$ cat src/rtl/tpq_pkg.sv
// Shared types, codes and the weight-pair merge for the tree path top-two query core.
// Used by every module under rtl/; depends on nothing else.
`timescale 1ns / 1ps
`default_nettype none

package tpq_pkg;

    localparam int NODE_W    = 10;
    localparam int DEPTH_W   = 10;
    localparam int LEVEL_W   = 4;
    localparam int WEIGHT_W  = 32;
    localparam int FUNC_W    = 2;

    localparam int QUEUE_DEPTH = 4;
    localparam int QPTR_W      = $clog2(QUEUE_DEPTH);

    // Request function codes; the fourth code is dropped.
    typedef enum logic [FUNC_W-1:0] {
        FN_DEPTH = 2'd0,
        FN_LIFT  = 2'd1,
        FN_QUERY = 2'd2
    } func_t;

    typedef enum logic [1:0] {
        CMD_DEPTH,
        CMD_LIFT,
        CMD_QUERY
    } cmd_kind_t;

    typedef struct packed {
        cmd_kind_t             kind;
        logic [NODE_W-1:0]     node;
        logic                  node_ok;
        logic [NODE_W-1:0]     other;
        logic                  other_ok;
        logic [LEVEL_W-1:0]    level;
        logic [DEPTH_W-1:0]    depth;
        logic [NODE_W-1:0]     anc;
        logic                  anc_none;
        logic [WEIGHT_W-1:0]   hf;
        logic [WEIGHT_W-1:0]   hs;
    } cmd_t;

    // One lift-table entry: the ancestor and the weight pair of the jump.
    typedef struct packed {
        logic                  none;
        logic [NODE_W-1:0]     anc;
        logic [WEIGHT_W-1:0]   hf;
        logic [WEIGHT_W-1:0]   hs;
    } bank_ent_t;

    typedef struct packed {
        logic [WEIGHT_W-1:0] top;
        logic [WEIGHT_W-1:0] sec;
    } wpair_t;

    localparam wpair_t WPAIR_INIT = '{top: 32'hFFFF_FFFE, sec: 32'hFFFF_FFFD};

    typedef enum logic [3:0] {
        ST_CLEAR,
        ST_IDLE,
        ST_QLOAD,
        ST_QSWAP,
        ST_LCHECK,
        ST_LJUMP,
        ST_LWAIT,
        ST_LDEPTH,
        ST_PSTART,
        ST_PCHECK,
        ST_PLAST,
        ST_PINNER,
        ST_POUTER,
        ST_DONE
    } state_t;

    // Folds one weight into a (largest, strictly second largest) pair.
    function automatic wpair_t fold1(wpair_t s, logic [WEIGHT_W-1:0] c);
        wpair_t r;
        r = s;
        if ($signed(c) > $signed(s.top))
        begin
            r.top = c;
            r.sec = s.top;
        end
        else if ($signed(c) > $signed(s.sec) && $signed(c) < $signed(s.top))
        begin
            r.sec = c;
        end
        return r;
    endfunction

    function automatic wpair_t fold2(wpair_t s, logic [WEIGHT_W-1:0] a,
                                     logic [WEIGHT_W-1:0] b);
        return fold1(fold1(s, a), b);
    endfunction

endpackage

`default_nettype wire

$ cat src/rtl/tpq_queue.sv
// Short command queue between the front end and the table walker.
// Depends on tpq_pkg for the command type and depth.
`timescale 1ns / 1ps
`default_nettype none

module tpq_queue (
    input  logic            clk,
    input  logic            rst_n,
    input  logic            push,
    input  tpq_pkg::cmd_t   push_cmd,
    input  logic            pop,
    output tpq_pkg::cmd_t   head,
    output logic            full,
    output logic            empty
);
    import tpq_pkg::*;

    cmd_t                entry_reg [QUEUE_DEPTH];
    logic [QPTR_W-1:0]   wr_ptr_reg;
    logic [QPTR_W-1:0]   wr_ptr_next;
    logic [QPTR_W-1:0]   rd_ptr_reg;
    logic [QPTR_W-1:0]   rd_ptr_next;
    logic [QPTR_W:0]     count_reg;
    logic [QPTR_W:0]     count_next;
    logic                do_push;
    logic                do_pop;

    assign full    = count_reg == (QPTR_W+1)'(QUEUE_DEPTH);
    assign empty   = count_reg == '0;
    assign head    = entry_reg[rd_ptr_reg];
    assign do_push = push && !full;
    assign do_pop  = pop && !empty;

    always_comb
    begin
        wr_ptr_next = do_push ? wr_ptr_reg + 1'b1 : wr_ptr_reg;
        rd_ptr_next = do_pop ? rd_ptr_reg + 1'b1 : rd_ptr_reg;
        count_next  = count_reg;
        if (do_push && !do_pop)
        begin
            count_next = count_reg + 1'b1;
        end
        else if (do_pop && !do_push)
        begin
            count_next = count_reg - 1'b1;
        end
    end

    always_ff @(posedge clk or negedge rst_n)
    begin
        if (!rst_n)
        begin
            wr_ptr_reg <= '0;
            rd_ptr_reg <= '0;
            count_reg  <= '0;
        end
        else
        begin
            wr_ptr_reg <= wr_ptr_next;
            rd_ptr_reg <= rd_ptr_next;
            count_reg  <= count_next;
        end
    end

    always_ff @(posedge clk)
    begin
        if (do_push)
        begin
            entry_reg[wr_ptr_reg] <= push_cmd;
        end
    end

endmodule

`default_nettype wire

$ cat config.mk
export PLATFORM = sky130hd
export DESIGN_NAME = tpq_queue
export DESIGN_NICKNAME = d
export VERILOG_FILES = /design/src/rtl/tpq_pkg.sv /design/src/rtl/tpq_queue.sv
export SDC_FILE = /design/constraint.sdc
export NUM_CORES = 1
export LEC_CHECK = 0
export ABC_AREA = 1
export BUFFER_PORTS_ARGS = -buffer_cell sky130_fd_sc_hd__buf_2
export CORE_MARGIN = 2
export CORE_UTILIZATION = 40
export CTS_CLUSTER_SIZE = 30
export DETAILED_ROUTE_END_ITERATION = 10
export PLACE_DENSITY = 0.72
export SYNTH_ARGS = -nofsm -noshare
export SYNTH_HDL_FRONTEND = slang
export SYNTH_SLANG_ARGS = --single-unit
$ cat constraint.sdc
create_clock -name clk -period 5.8 [get_ports clk]
set_clock_uncertainty 0.15 [all_clocks]
set_input_delay 1.16 -clock clk [delete_from_list [all_inputs] [get_ports clk]]
set_output_delay 1.16 -clock clk [all_outputs]
set_load 0.01 [all_outputs]
# == Word-level counts from Yosys, hierarchy flattened ==
# Memory sizes are Yosys's and may differ from the RTL's.
# Index checks and enable logic that the tools add are counted.
# word_totals
output_inout_bits,115
mem_count,1
register_bits,7
ramBits,452
wordCells,23
input_bits,117
# classes
mux,4
add_sub_neg,4
reduce_logical,10
eq_ne,1
# mem_list
name,depth,width,rd,rd_ports_with_merged_regs,wr,line_no,source
entry_reg,4,113,1,0,1,tpq_queue.sv:18,cmd_t entry_reg [QUEUE_DEPTH];
# op_table
op,n
2-to-1 mux 3 bit,2
"adder 2 x 1 -> 2 bit, second input constant",2
logical AND 1 bit,4
logical NOT 1 bit,4
"adder 3 x 1 -> 3 bit, second input constant",1
"== test 3 bit, second input constant",1
logical NOT 3 bit,1
"subtractor 3 x 1 -> 3 bit, second input constant",1
2-to-1 mux 1 bit,2
nonzero test 2 bit,1

# == Longest topological paths before layout ==
# Gate-level depths: netlist of the first run.
# logic_depth
word_depth,7
depth_mapped,12
depth_no_buf,12

# == Worst setup path before layout of the first run ==
# OpenSTA, ideal clock, no wires.
# synth_path
path_type,input to register
startpoint,input push
endpoint,memory entry_reg[0][0] (netlist bit) (enable)
setup_ns,0.587
n_path_buf,0
stages,2
slack_ns,-0.940
arrival_time_ns,6.003
t_required_ns,5.063
path_cell_list,nand2_1 nor2_1
# synth_via
elab_chain_cells,3
# synth_rtl
element,line_no,source
start: declaration,tpq_queue.sv:9,"input logic push,"
logical AND 1 bit,tpq_queue.sv:31,assign do_push = push && !full;
2-to-1 mux 1 bit,tpq_queue.sv:67,if (do_push)
2-to-1 mux 1 bit (not written as such),tpq_queue.sv:69,entry_reg[wr_ptr_reg] <= push_cmd;
end: declaration,tpq_queue.sv:18,
# No other way between the ends.

==> flow_metrics.py, run 1 <==
metrics = {
    "logic_synthesis": {
        "syn_inst": 1380,
        "synth-compound-area-share_pct": 9.319,
        "ys_seq_area_share_pct": 75.29,
        "yosys.area_share.simple_pct": 7.647,
        "synth_area_um2": 18260,
        "synth-seq-cells": 459,
        "avgSynthCellArea_um2": 13.23,
        "ys_types": 17,
        "synth_top_family_by_area": "compound AO/OA/AOI/OAI gates",
        "synth_xor_area_share_pct": 0.04796,
        "synth_largest_area_cell": "edfxtp_1",
        "synthAdderAreaFrac_pct": 0.4522,
        "synth_nets": 1503,
        "ys_warn_count": 0,
        "synth.area.top_cells": "edfxtp_1 (74%), o211ai_1 (9.3%), nand2_1 (7.3%), inv_1 (5.0%), dfrtp_1 (0.96%)",
        "synthMuxAreaShare_pct": 0,
        "synth_top_area_share_pct": 74.33,
    },
    "setup_path": {
        "worst_ep_required_time_ns": 4.49,
        "cp_data_arrival_time_ns": 2.83,
        "ff2ff_setup_slack_ns": 3.14,
        "crit_fanout": 61,
        "reg2reg_depth": 6,
        "rr_startpoint": "count_reg[0]$_DFFE_PN0P_",
        "r2r-end": "entry_reg[0][102]$_DFFE_PP_",
        "critical-path-slowest-cell": "dfrtp_4",
        "cp-end-kind": "output port",
        "slowest_delay_ns": 0.92,
        "start_kind": "register",
        "path_cells": "buf_4 > o211ai_1 > nand2_1 > buf_2",
        "crit_type": "reg -> out",
    },
    "final_layout": {
        "largest_register_ffs": 452,
        "fin_area_um2": 21520,
        "nets": 1719,
        "fill_cells": 3855,
        "area_growth_pct": 17.88,
        "layout_commonest_cell": "edfxtp_1",
        "final_cell_mix": "edfxtp_1 (452), nand2_1 (357), inv_1 (241), buf_2 (231), o211ai_1 (226)",
        "drive_gt1_share_pct": 19.47,
    },
    "sta": {
        "drv_slew": 0,
        "fmax_ghz": 0.2418,
        "setup_violations": 0,
        "period_share_pct": 71.30,
        "max-slew-margin-rel_pct": 27.58,
        "max_slew.worst_pin.slew_ns": 1.086,
        "period_needed_ns": 4.135,
        "hold_viol": 0,
        "rsz0062_at_grt": "false",
    },
    "die": {
        "initial_core_util_pct": 40.41,
        "dieWidth_um": 217.7,
        "io_pins": 232,
        "dieArea_um2": 47380,
        "core_area_um2": 45190,
        "rows": 78,
        "die_h_um": 217.7,
    },
    "status": {
        "outcome": "finished clean",
    },
    "global_route": {
        "grt_first_pass_wirelength_um": 56300,
        "grt_pass1_vias": 10473,
        "grt_max_degree": 186,
        "grt_util_all_layers_pct": 15.32,
        "grt_antenna_before_repair": 9,
        "grt_overflow": 0,
    },
    "clocking": {
        "cts_resized": 0,
        "h-tree-depth": 2,
        "cts.sinks": 459,
        "post-cts-setup-buffer-count": 0,
        "clk_pin_slew_ns": 0.05,
        "cts_tree": "yes",
        "hold_buffers": 0,
        "clk_path_buf_depth": 3,
        "cts_root_buf": "clkbuf_16",
        "cts-buffers-inserted": 47,
        "insertion_delay_ns": 0.55,
    },
    "place": {
        "place_area_um2": 19960,
        "hpwl_um": 20260,
        "gp_congestion": 0.7500,
        "io_buffer_count": 231,
    },
    "drt": {
        "vias": 10737,
        "ant_nets": 0,
        "wl_um": 36600,
        "drtIter0Drc": 676,
        "drtPass1Iterations": 5,
        "drc": 0,
        "wire_per_inst_um": 16.36,
        "via_per_inst": 4.800,
    },
    "flow_run": {
        "max-cap-violations": 0,
    },
    "pwr": {
        "cellPowerDensity_nw_per_um2": 512.5,
        "leakage_nw": 8.613,
        "ir_drop_mv": 0.3475,
        "p_total_mw": 11.03,
    },
    "hold_path": {
        "worstHoldPathType": "in -> async",
    },
}
==> cell type report <==
type | count | area [um2] | area share (%)
clock buffers | 57 | 1256 | 5.836
multi-input cells | 603 | 3219 | 14.96
flip-flops and latches | 459 | 13750 | 63.89
clock inverters | 29 | 300.3 | 1.395
repair buffers | 242 | 1314 | 6.104
diodes | 4 | 10.01 | 0.04650
well taps | 600 | 750.7 | 3.488
inverters | 243 | 922.1 | 4.284
==> synth_stat cells <==
library cell,instances
nor2_1,4
xnor2_1,1
nand2_1,357
buf_6,12
inv_1,241
clkbuf_1,34
inv_2,2
o211ai_1,226
fa_1,1
nand3_1,7
edfxtp_1,452
o21ai_0,1
dfrtp_1,7
nand4_1,1
ha_1,5
buf_2,28
buf_4,1
==> cell families after synthesis <==
kind of cell | count (synthesis)
simple gates | 369
flops | 459
fa+ha+maj | 6
xor+xnor | 1
compound gates | 227
buf+inv | 318
==> worst max-delay path, delay by kind of cell (launching register included) <==
family,cells,cell delay (ns)
buffers and inverters,2,0.92
AOI/OAI and AO/OA,1,0.26
and+or+nand+nor,1,0.13
DFF,1,0.92
==> metrics by stage <==
| step | cells | hold slack [ns] | setup TNS, ns | setup slack [ns] | util (%) |
|---|---|---|---|---|---|
| 3_3_place_gp | 2147 | 0.3383 | 0 | 2.204 | 44.17 |
| 6_report | 2237 | 0.2872 | 0 | 1.665 | 47.64 |
| 4_1_cts | 2233 | 0.2395 | 0 | 1.581 | 47.61 |
| 5_1_grt | 2235 | 0.2654 | 0 | 1.464 | 47.62 |
| 3_5_place_dp | 2147 | 0.3358 | 0 | 2.208 | 44.17 |
| 2_1_floorplan | 1380 | 0.3128 | -424.72 | -0.9397 | - |
==> routing by layer <==
layer	global-route usage (%)	share of wire, %	routed length (um)	vias up
li1	-	-	-	5269
met4	4.543	2.0	720	12
met2	25.20	48	17570	250
met5	0	0.18	65	-
met1	19.25	42	15550	5140
met3	5.105	7.4	2698	66
==> worst max path at each step <==
| stage | from | endpoint | slack (ns) |
|---|---|---|---|
| global placement | rd_ptr_reg[1]$_DFFE_PN0P_ | head[29] | 2.20 |
| floorplan | push | entry_reg[0][0]$_DFFE_PP_ | -0.94 |
| finish | rd_ptr_reg[1]$_DFFE_PN0P_ | head[103] | 1.66 |
| detailed placement | rd_ptr_reg[1]$_DFFE_PN0P_ | head[29] | 2.21 |
| global route | rd_ptr_reg[1]$_DFFE_PN0P_ | head[29] | 1.46 |
| CTS | rd_ptr_reg[1]$_DFFE_PN0P_ | head[29] | 1.58 |
==> report_power, final <==
part / switching [mW] / internal [mW] / leakage [nW]
logic: 2.33 / 1.11 / 3.63
clock network: 1.21 / 1.81 / 0.761
registers: 0.210 / 4.36 / 4.22
total: 3.75 / 7.28 / 8.61
Power figures use the tool's default switching activity.
==> run 2: changes to the inputs <==
--- a/config.mk
+++ b/config.mk
@@ -5,7 +5,7 @@
 export SDC_FILE = /design/constraint.sdc
 export NUM_CORES = 1
 export LEC_CHECK = 0
-export ABC_AREA = 1
+export ABC_AREA = 0
 export BUFFER_PORTS_ARGS = -buffer_cell sky130_fd_sc_hd__buf_2
 export CORE_MARGIN = 2
 export CORE_UTILIZATION = 40
==> constraint.sdc (replaced) <==
create_clock -name clk -period 3.38 [get_ports clk]
set_clock_uncertainty 0.15 [all_clocks]
set_input_delay 0.676 -clock clk [delete_from_list [all_inputs] [get_ports clk]]
set_output_delay 0.676 -clock clk [all_outputs]
set_load 0.01 [all_outputs]
==> run 2 against run 1 <==
- register-to-register slack got worse by 2.2 ns
- sequential power increased by 72%
- core utilization increased by 1.7 points
- total power increased by 63%
- cell count decreased by 34%
- setup slack got worse by 1.4 ns
- first-iteration DRC count decreased by 38%
- worst hold slack got worse by 0.11 ns
- area after synthesis decreased by 8.5%
- global-route usage decreased by 0.65 points
- cell area decreased by 6.1%
- synthesized cell count decreased by 55%
- largest cell class unchanged
- largest power group unchanged
- highest routed layer unchanged
==> flow_metrics.py, run 2 <==
metrics = {
    "clocking": {
        "insertion_delay_ns": 0.56,
        "h-tree-depth": 2,
        "cts-buffers-inserted": 47,
        "clk_pin_slew_ns": 0.06,
        "cts.sinks": 459,
        "clk_path_buf_depth": 3,
        "cts_tree": "yes",
        "cts_root_buf": "clkbuf_16",
    },
    "final_layout": {
        "fin_area_um2": 20220,
        "drive_gt1_share_pct": 46.36,
        "final_cells": 1468,
        "nets": 1020,
        "layout_commonest_cell": "edfxtp_1",
        "fill_cells": 3246,
        "largest_register_ffs": 452,
        "final_cell_mix": "edfxtp_1 (452), buf_2 (231), mux4_2 (113), clkbuf_16 (49), buf_12 (15)",
        "final_util_pct": 49.29,
        "area_growth_pct": 21.02,
    },
    "setup_path": {
        "critical-path-slowest-cell": "mux4_2",
        "start_kind": "register",
        "worst_ep_required_time_ns": 2.55,
        "cp_data_arrival_time_ns": 2.27,
        "cp-end-kind": "output port",
        "crit_type": "reg -> out",
        "slowest_delay_ns": 0.58,
        "crit_fanout": 41,
        "path_cells": "buf_12 > mux4_2 > buf_2",
    },
    "sta": {
        "finalSetupTns_ns": 0,
        "max_slew.worst_pin.slew_ns": 0.5108,
        "max-slew-margin-rel_pct": 65.87,
        "hold_viol": 0,
        "fmax_ghz": 0.3231,
        "hold_slack_ns": 0.1771,
        "rsz0062_at_grt": "false",
        "drv_slew": 0,
        "fin_ws_ns": 0.2849,
        "period_share_pct": 91.57,
        "setup_violations": 0,
        "period_needed_ns": 3.095,
    },
    "pwr": {
        "p_switching_mw": 5.093,
        "leakage_nw": 6.856,
        "p_sw_share_pct": 28.25,
        "clockPowerShare_pct": 28.0,
        "p_int_mw": 12.94,
        "ir_drop_mv": 0.5666,
        "p_total_mw": 18.03,
        "cellPowerDensity_nw_per_um2": 891.8,
        "p_comb_share_pct": 28.4,
        "pwr-share-seq_pct": 43.6,
    },
    "logic_synthesis": {
        "synth_nets": 750,
        "synthFlopType": "edfxtp_1",
        "synth.area.top_cells": "edfxtp_1 (81%), mux4_2 (15%), dfrtp_1 (1.0%), buf_6 (0.47%), buf_2 (0.45%)",
        "ys_types": 21,
        "ys_warn_count": 0,
        "synth_area_um2": 16700,
        "synth-seq-cells": 459,
        "ys_seq_area_share_pct": 82.30,
        "syn_inst": 627,
        "synth_top_area_share_pct": 81.25,
        "avgSynthCellArea_um2": 26.64,
        "synth_edf_count": 452,
        "synth.most_common_cell": "edfxtp_1",
        "synth_largest_area_cell": "edfxtp_1",
        "netlist_top_cells_count": "edfxtp_1 (452), mux4_2 (113), buf_2 (15)",
        "async_flop_share_pct": 1.525,
    },
    "drt": {
        "vias": 7483,
        "drc": 0,
        "ant_nets": 0,
        "drtPass1Iterations": 4,
        "drtIter0Drc": 418,
        "via_per_inst": 5.097,
        "wl_um": 31340,
        "wire_per_inst_um": 21.35,
    },
    "place": {
        "dpl_worst_slack_ns": 0.7916,
        "hpwl_um": 18880,
        "io_buffer_count": 231,
        "dp.cells": 1379,
        "gp_congestion": 0.6822,
        "place_area_um2": 18680,
    },
    "global_route": {
        "grt_first_pass_wirelength_um": 47990,
        "grt_max_degree": 67,
        "grt_antenna_before_repair": 6,
        "grt_util_all_layers_pct": 14.67,
        "grt_overflow": 0,
        "grt_pass1_vias": 8155,
    },
    "die": {
        "io_pins": 232,
        "dieWidth_um": 208.4,
        "core_area_um2": 41020,
        "die_h_um": 208.4,
        "dieArea_um2": 43410,
        "initial_core_util_pct": 40.73,
        "rows": 74,
    },
    "hold_path": {
        "worstHoldPathType": "in -> reg",
    },
    "status": {
        "outcome": "finished clean",
    },
    "flow_run": {
        "max-cap-violations": 0,
    },
}
-- run 2: changes by cell type after synthesis, sizes merged, moves of 3 or more --
| cell | previous run | this run |
|---|---|---|
| and2 | 0 | 4 |
| o211ai | 226 | 0 |
| buf | 41 | 23 |
| nor2 | 4 | 1 |
| clkbuf | 34 | 4 |
| nand2 | 357 | 1 |
| nand3 | 7 | 1 |
| xnor2 | 1 | 4 |
| inv | 243 | 4 |
| mux4 | 0 | 113 |
-- run 2: power by group through the flow --
| stage | logic (mW) | registers [mW] | clock network (mW) |
|---|---|---|---|
| CTS | 5.29 | 7.89 | 5.20 |
| floorplan | 3.36 | 7.84 | 0 |
| detailed placement | 5.26 | 8.00 | 0 |
| global route | 5.53 | 7.96 | 5.41 |
| global placement | 5.25 | 7.93 | 0 |
| finish | 5.11 | 7.86 | 5.06 |
-- run 2: cells by family (layout without fill, tap and decap cells) --
family / count (synthesis) / count (layout) / share of synthesized area, %
other: 0 / 2 / 0
xor gates and xnor gates: 6 / 6 / 0.3146
adders and majority gates: 6 / 6 / 0.4943
and+or+nand+nor: 10 / 10 / 0.3744
muxes: 115 / 115 / 15.37
buffers and inverters: 31 / 338 / 1.146
DFF: 459 / 459 / 82.30
-- run 2: routing by layer --
metal	wire length [um]	vias up	track usage, %
li1	-	3253	-
met1	12990	3946	19.11
met3	2111	54	3.894
met4	667	12	5.259
met2	15490	218	23.91
met5	80	-	0
-- run 2: critical path, delay by kind of cell, from the launching register on --
kind | cells | cell delay [ns]
muxes | 1 | 0.58
DFF | 1 | 0.56
buffers and inverters | 2 | 0.49
-- run 2: timing repair --
action | in CTS | in global routing
resized for setup | 0 | 0
buffers inserted | 0 | 0
hold buffers | 1 | 0
endpoints found under the hold margin | 7 | 0
-- run 2: cell type report --
type | count | area [um2] | area share [%]
inverter | 4 | 15.01 | 0.07427
sequential | 459 | 13760 | 68.04
clock inverter | 28 | 266.5 | 1.318
multi-input combinational | 137 | 2775 | 13.73
tap | 532 | 665.6 | 3.292
antenna | 2 | 5.005 | 0.02476
timing repair buffer | 248 | 1474 | 7.290
clock buffer | 58 | 1260 | 6.232
-- run 2: path summary, 6_finish.rpt --
kind | from | to | slack, ns | cells past startpoint
worst max-delay path | rd_ptr_reg[0]$_DFFE_PN0P_ | head[6] | 0.28 | 3
worst min-delay path | push_cmd[4] | entry_reg[0][4]$_DFFE_PP_ | 0.18 | 1
worst max register to register | count_reg[2]$_DFFE_PN0P_ | count_reg[2]$_DFFE_PN0P_ | 0.97 | 8
worst min register to register | count_reg[2]$_DFFE_PN0P_ | count_reg[2]$_DFFE_PN0P_ | 0.35 | 1
max in group asynchronous | rst_n | rd_ptr_reg[0]$_DFFE_PN0P_ | 2.56 | 2
min in group asynchronous | rst_n | wr_ptr_reg[0]$_DFFE_PN0P_ | 0.34 | 2
==> run 3: changes to the inputs <==
--- a/config.mk
+++ b/config.mk
@@ -11,7 +11,6 @@
 export CORE_UTILIZATION = 40
 export CTS_CLUSTER_SIZE = 30
 export DETAILED_ROUTE_END_ITERATION = 10
-export PLACE_DENSITY = 0.72
 export SYNTH_ARGS = -nofsm -noshare
 export SYNTH_HDL_FRONTEND = slang
 export SYNTH_SLANG_ARGS = --single-unit
==> run 3 against run 2 <==
- total power increased by 0.12%
- count of clock-buffer cells in the layout increased by 4
- worst hold slack worse by 0.012 ns
- setup slack gained 0.074 ns
- critical path depth stayed put
- cell count rose by 0.27%
- die area unchanged
- clock power barely moved
- combinational power up 2%
- flip-flop and latch count stayed put
- routed wire length rose by 2.4%
- sequential share of layout area about the same
==> flow_metrics.py, run 3 (same netlist as run 2, synthesis figures left out) <==
metrics = {
    "final_layout": {
        "layout_commonest_cell": "edfxtp_1",
        "final_cell_mix": "edfxtp_1 (452), buf_2 (231), mux4_2 (113), clkbuf_16 (49), buf_12 (14)",
        "fill_cells": 3290,
        "final_util_pct": 49.30,
        "area_growth_pct": 21.05,
        "drive_gt1_share_pct": 46.54,
        "multi_input_area_um2": 2775,
        "largest_register_ffs": 452,
        "seqCellArea_um2": 13760,
        "nets": 1023,
    },
    "clocking": {
        "cts_root_buf": "clkbuf_16",
        "cts_tree": "yes",
        "insertion_delay_ns": 0.57,
        "h-tree-depth": 2,
        "cts_resized": 0,
        "clk_path_buf_depth": 3,
        "cts-buffers-inserted": 48,
        "clk_pin_slew_ns": 0.06,
        "cts.sinks": 459,
    },
    "flow_run": {
        "max-cap-violations": 0,
    },
    "sta": {
        "setup_violations": 0,
        "finalSetupTns_ns": 0,
        "max-slew-margin-rel_pct": 66.92,
        "period_needed_ns": 3.021,
        "hold_viol": 0,
        "max_slew.worst_pin.slew_ns": 0.4962,
        "period_share_pct": 89.39,
        "rsz0062_at_grt": "false",
        "drv_slew": 0,
        "fmax_ghz": 0.3310,
        "fin_ws_ns": 0.3585,
    },
    "place": {
        "io_buffer_count": 231,
        "hpwl_um": 18390,
        "dpl_worst_slack_ns": 0.9070,
        "gp_congestion": 0.6640,
    },
    "setup_path": {
        "crit_type": "reg -> out",
        "path_cells": "buf_12 > mux4_2 > buf_2",
        "crit_fanout": 51,
        "cp-end-kind": "output port",
        "start_kind": "register",
        "worst_ep_required_time_ns": 2.55,
        "slowest_delay_ns": 0.59,
        "cp_data_arrival_time_ns": 2.20,
        "critical-path-slowest-cell": "mux4_2",
    },
    "hold_path": {
        "worstHoldPathType": "in -> reg",
    },
    "global_route": {
        "grt_first_pass_wirelength_um": 48980,
        "grt_overflow": 0,
        "grt_max_degree": 68,
        "grt_util_all_layers_pct": 15.03,
        "grt_pass1_vias": 8049,
        "grt_antenna_before_repair": 5,
    },
    "drt": {
        "drtIter0Drc": 494,
        "drc": 0,
        "top_layer": "met5",
        "via_per_inst": 5.046,
        "ant_nets": 0,
        "wl_met2_um": 15540,
        "drtPass1Iterations": 4,
        "wl_um": 32100,
        "wire_per_inst_um": 21.81,
        "wl_met3_um": 1918,
        "wl_met1_um": 13840,
        "vias": 7427,
    },
    "die": {
        "dieWidth_um": 208.4,
        "rows": 74,
        "io_pins": 232,
        "dieArea_um2": 43410,
        "initial_core_util_pct": 40.73,
        "core_area_um2": 41020,
        "die_h_um": 208.4,
    },
    "status": {
        "outcome": "finished clean",
    },
    "pwr": {
        "cellPowerDensity_nw_per_um2": 892.7,
        "leakage_nw": 6.872,
        "ir_drop_mv": 0.5765,
        "p_total_mw": 18.05,
    },
}
[run 3: power breakdown]
| group | total, mW | internal [mW] | switching [mW] |
|---|---|---|---|
| clock | 5.08 | 3.00 | 2.08 |
| sequential | 7.76 | 7.52 | 0.242 |
| combinational | 5.21 | 2.38 | 2.83 |
| total | 18.1 | 12.9 | 5.14 |
[run 3: area by class of cell]
class	instances	area share [%]
clock inverters	27	1.163
well taps	532	3.292
repair buffers	250	7.302
inverters	4	0.07425
flip-flops and latches	459	68.03
diodes	1	0.01238
clock buffers	62	6.404
multi-input cells	137	13.72
[run 3: path summary, 6_finish.rpt]
path                                            from                    endpoint  slack [ns]  depth (start not counted)
hold reg to reg             count_reg[2]$_DFFE_PN0P_    count_reg[2]$_DFFE_PN0P_        0.33                          1
setup reg to reg            count_reg[0]$_DFFE_PN0P_    count_reg[2]$_DFFE_PN0P_        1.07                          8
min in group asynchronous                      rst_n   rd_ptr_reg[0]$_DFFE_PN0P_        0.34                          2
hold / removal                          push_cmd[76]  entry_reg[1][76]$_DFFE_PP_        0.17                          1
setup / recovery           rd_ptr_reg[0]$_DFFE_PN0P_                    head[77]        0.36                          3
max in group asynchronous                      rst_n   rd_ptr_reg[1]$_DFFE_PN0P_        2.54                          2
[run 3: routing by layer]
metal | GRT usage, % | up-vias
met3 | 3.985 | 60
met1 | 20.00 | 3899
met4 | 5.309 | 10
li1 | - | 3267
met2 | 24.05 | 191
met5 | 0 | -
[run 3: critical path, delay by kind of cell (launching register included)]
kind	cells	cell delay [ns]
buf+inv	2	0.55
flops	1	0.45
mux	1	0.59
[run 3: through the flow]
step                hold slack (ns)  std cells  area (um2)
floorplan                    0.2304        627       16710
global placement             0.3230       1381       18680
detailed placement           0.3263       1381       18680
CTS                          0.1176       1471       20220
global route                 0.1426       1471       20220
finish                       0.1651       1472       20220
[run 3: repair_timing]
action	CTS	global route
hold buffers	1	0
setup endpoints to repair	0	0
hold endpoints to repair	7	0
buffers inserted	0	0
